`src/design/ugb_ram.sv`:
```
`default_nettype none

module ugb_ram #(
    parameter int WIDTH = 8,
    parameter int DEPTH = 16
) (
    input  wire logic                                 clk,
    input  wire logic                                 we,
    input  wire logic [(DEPTH > 1 ? $clog2(DEPTH) : 1)-1:0] waddr,
    input  wire logic [WIDTH-1:0]                     wdata,
    input  wire logic [(DEPTH > 1 ? $clog2(DEPTH) : 1)-1:0] raddr,
    output logic      [WIDTH-1:0]                     rdata
);

    logic [WIDTH-1:0] mem [DEPTH];

    // One write port, one registered read port
    always_ff @(posedge clk)
    begin
        if (we)
        begin
            mem[waddr] <= wdata;
        end
        rdata <= mem[raddr];
    end

endmodule

`default_nettype wire

```
`config.mk`:
```
export PLATFORM = sky130hd
export DESIGN_NAME = ugb_ram
export DESIGN_NICKNAME = d
export VERILOG_FILES = /design/src/design/ugb_ram.sv
export SDC_FILE = /design/constraint.sdc
export NUM_CORES = 1
export LEC_CHECK = 0
export BUFFER_PORTS_ARGS = -buffer_cell sky130_fd_sc_hd__buf_2
export CORE_MARGIN = 2
export CORE_UTILIZATION = 45
export DETAILED_ROUTE_END_ITERATION = 7
export PLACE_DENSITY = 0.64
export SLEW_MARGIN = 20
export SYNTH_ARGS = -nofsm -noshare
export SYNTH_HDL_FRONTEND = slang
export SYNTH_SLANG_ARGS = --single-unit
```
`constraint.sdc`:
```
create_clock -name clk -period 4.9 [get_ports clk]
set_input_delay 0.98 -clock clk [delete_from_list [all_inputs] [get_ports clk]]
set_output_delay 0.98 -clock clk [all_outputs]
set_load 0.1 [all_outputs]
```
# Yosys cells after proc, flatten, opt, wreduce, memory -nomap -nowiden
# Memory sizes are Yosys's and may differ from the RTL's. A register that Yosys moved wholly into a read port is not among the register bits.
# Cells that the tools add are included.
# Widths: inputs -> output; s select.
[word_totals]
mem_bits_rw = 128
inputBits = 18
mem_count = 1
wordCells = 3
reg_bits = 0
out_inout_bits = 8
[classes]
n_mux = 2
[mem_list]
columns = ["memory", "depth", "width", "rd", "rd_ports_with_merged_regs", "wr", "line_no", "text"]
rows = [
  ["mem", 16, 8, 1, 1, 1, "15", "logic [WIDTH-1:0] mem [DEPTH];"],
]
[op_table]
columns = ["operator", "n"]
rows = [
  ["$mux 1", 2],
]

# Longest topological paths before layout
[logic_depth]
word_depth = 2
ltp_mapped = 5
ltp_nobuf = 3

# Worst setup path before layout
# No wires, ideal clock.
[synth_path]
path_kind = "in2reg"
from = "input waddr[2] in the netlist's numbering"
to = "memory mem[0][0], enable pin"
setup_slack_ns = 2.427
path_stages = 2
required_ns = 4.517
path_buffers = 0
setup_time_ns = 0.383
t_arrival_ns = 2.090
path_cell_list = "or3b_2 nor3_1"
[synth_lines]
columns = ["element", "line_no", "text"]
rows = [
  ["from (decl)", "9", "input wire logic [(DEPTH > 1 ? $clog2(DEPTH) : 1)-1:0] waddr,"],
  ["to (decl)", "15", ""],
]
# Straight into the memory's write port.

# Worst setup path in the final report
[layout_path]
from = "input waddr[2] in the netlist's numbering"
to = "memory mem[3][2], enable pin"
# Straight into the memory's write port.

==> flow_summary_export.csv <==
group,metric,value,unit
floorplanning,dieArea,12310,µm²
floorplanning,io_pins,26,
power_and_ir_drop,p_sw,562.2,µW
worst_setup_path,r2r_end,"rdata[0]",
layout,layout-drive-gt1-share,27.08,%
logic_synthesis,ys_seq_area_share,77.78,%
sta,fmax,437.1,MHz
worst_setup_path,critPathCapture,"mem[3][2]",
drt,drt-initial-drc-count,201,
clocking,cts-root-buf,"clkbuf_16",
global_route,grt_max_degree,33,
min_path,hold_class,"flip-flop to flip-flop",
worst_setup_path,arrival,2.32,ns
drt,drc,0,
logic_synthesis,ys_ff_latch,136,
clocking,numCtsBuffers,17,
sta,worst_pin_slew,1.090,ns
worst_setup_path,path_cells,"buf_2 > or3b_2 > nor2_1",
worst_setup_path,reg2reg_from,"mem[6][0]",
worst_setup_path,cp_data_required_time,4.93,ns
power_and_ir_drop,leakagePower,0.001966,µW
floorplanning,start_util,45.67,%
worst_setup_path,worst-path-buf-inv,1,
layout,n_fill_cell,854,
global_route,grt_pass1_wl,15100,µm
drt,routedWlPerCell,23.72,µm
sta,rsz0062_at_grt,"false",
worst_setup_path,crit_type,"input pin to flip-flop",
logic_synthesis,yosys_warnings,0,
layout,antennaDiodeCount,0,
logic_synthesis,synthAdderAreaFrac,0,%
floorplanning,num_rows,39,
worst_setup_path,worstPathMaxFanout,8,
worst_setup_path,cp_slowest_stage_delay,0.70,ns
worst_setup_path,cpMaxStageDelayCell,"nor2_1",
clocking,clock_latency,0.41,ns
floorplanning,dieHeight,111.0,µm
logic_synthesis,synth_top_family_by_area,"multiplexers",
worst_setup_path,rr_worst_depth,3,
power_and_ir_drop,pwr-share-clk,44.1,%
clocking,cts_tree,"done",
logic_synthesis,synth_area,5147,µm²
sta,final.period_utilization,46.69,%
logic_synthesis,synthSimpleGateAreaFrac,3.184,%
power_and_ir_drop,total_power,2648,µW
drt,finalWirelength,9962,µm
layout,seqCellArea,4004,µm²
power_and_ir_drop,p_seq_share,49.5,%
worst_setup_path,critPathLaunch,"waddr[2]",
status,outcome,"completed",
clocking,cts_buffer_depth,2,
worst_setup_path,end_kind,"flip-flop",
sta,final.setup.tns,0,ns
global_route,antenna_found_initial,0,
sta,fin_crit,2.288,ns
place,dp_hpwl,6095,µm
place,io_buffers,25,
clocking,h-tree-depth,4,
global_route,grt_pass1_vias,2424,
power_and_ir_drop,p_per_area,445.7,nW/µm²
worst_setup_path,cp-start-kind,"input pin",
sta,hold_viol,0,
sta,relSlewSlack,27.06,%
clocking,ctsHoldBuffers,0,
power_and_ir_drop,sw_frac_of_total,21.23,%
power_and_ir_drop,p_comb_share,6.4,%
sta,fin_skew,0.007828,ns
power_and_ir_drop,max-vdd-ir-drop,0.0002280,V
floorplanning,fp.coreArea,11270,µm²
place,gp_congestion,0.7035,
logic_synthesis,syn-num-nets,247,
run,max-cap-violations,0,
worst_setup_path,cpLargestDelayFamily,"simple AND/OR/NAND/NOR gates",
floorplanning,die_w,111.0,µm
layout,multi_input_area,1077,µm²
clocking,cts_setup_buffers,0,
sta,drv_slew,0,
drt,vias,2390,
logic_synthesis,synthXorXnorAreaFrac,0,%
layout,fin_nets,282,
logic_synthesis,synth_cell_types,19,
global_route,grt_overflow,0,
drt,dr.pass1.iters,5,
layout,syn_to_final_growth,15.44,%
power_and_ir_drop,p_int,2086,µW
clocking,cts.sinks,136,
global_route,track_usage,17.41,%
logic_synthesis,syn_inst,229,
logic_synthesis,avgSynthCellArea,22.48,µm²
clocking,ctsResizeCount,0,
logic_synthesis,synth_compound_gate_area_share,2.333,%
worst_setup_path,r2r_slack,3.55,ns
logic_synthesis,synthMuxAreaShare,15.02,%
sta,setup_viol,0,
worst_setup_path,crit_cells,3,
drt,drtAntennaViolNets,0,
drt,vias_per_cell,5.690,
clocking,clkSlewWorstSetupHoldPaths,0.06,ns
-- cell type report --
type,count,share of cell area (%)
Clock buffer,21,7.412
Clock inverter,11,1.790
Tap cell,143,3.011
Sequential cell,136,67.38
Timing Repair Buffer,26,2.274
Multi-Input combinational cell,83,18.13
-- cells in the mapped netlist (all sizes together) --
master | n | area [µm²]
edfxtp | 128 | 3844
mux4 | 32 | 773.2
a22oi | 16 | 120.1
nor2 | 13 | 48.80
nand2 | 9 | 33.78
dfxtp | 8 | 160.2
buf | 7 | 56.30
nor3 | 4 | 20.02
clkdlybuf4s25 | 3 | 30.03
nand2b | 2 | 12.51
nand3b | 2 | 15.01
and2 | 1 | 6.260
and2b | 1 | 7.510
nand3 | 1 | 5.000
nor2b | 1 | 6.260
or3b | 1 | 8.760
-- kinds of logic (layout without fill, tap and decap cells) --
kind of cell / after synthesis / in the layout
and+or+nand+nor: 35 / 35
AOI/OAI and AO/OA: 16 / 16
muxes: 32 / 32
buffers and inverters: 10 / 58
DFF: 136 / 136
-- registers in the layout, summed over array words and instances, names as in the netlist --
register / cells
mem: 128
rdata: 8
-- worst register-to-register path, delay by kind of cell, from the launching register on --
kind,cells,cell delay [ns]
AOI/OAI and AO/OA,1,0.25
and+or+nand+nor,1,0.08
DFF,1,0.37
muxes,1,0.54
-- layout by cell type (no fill, tap or decap), types with 4 or more instances in the layout --
cell and count:
buf_2 24, a22oi_1 16, dfxtp_1 8, clkbuf_16 17, edfxtp_1 128, mux4_2 18
clkbuf_1 4, nand2_1 9, mux4_1 14, nor2_1 11, clkinv_2 4
-- how the worst min path moves through the flow --
stage                           from       end  cells after the start
after floorplan            mem[7][0]  rdata[0]                      3
after global placement    mem[14][4]  rdata[4]                      3
after detailed placement  mem[12][2]  rdata[2]                      3
after CTS                 mem[14][0]  rdata[0]                      3
after global routing      mem[14][2]  rdata[2]                      3
final                     mem[14][0]  rdata[0]                      3
-- per-layer routing --
layer	up-vias	GRT usage [%]	routed length, µm
met2	93	26.54	4915
li1	1048	-	-
met1	1234	23.86	4213
met4	0	7.750	182
met5	-	0	0
met3	15	4.647	650
-- power groups by stage --
stage | combinational (µW) | clock, µW | sequential (µW)
2_1_floorplan | 66.0 | 0 | 1390
3_3_place_gp | 168 | 0 | 1330
3_5_place_dp | 171 | 0 | 1330
4_1_cts | 171 | 1180 | 1310
5_1_grt | 180 | 1240 | 1310
6_report | 170 | 1170 | 1310
-- stage by stage --
stage	instance area [µm²]	util, %	hold WS, ns	std cells	worst slack (ns)
global route	5942	52.71	0.6856	420	2.564
finish	5942	52.71	0.6562	420	2.612
floorplan	5147	-	0.6293	229	2.427
detailed placement	5388	47.80	0.6620	388	1.902
global placement	5383	47.75	0.6528	388	1.831
CTS	5934	52.65	0.6664	420	2.350
No activity file was read; power rests on OpenSTA's default activity.
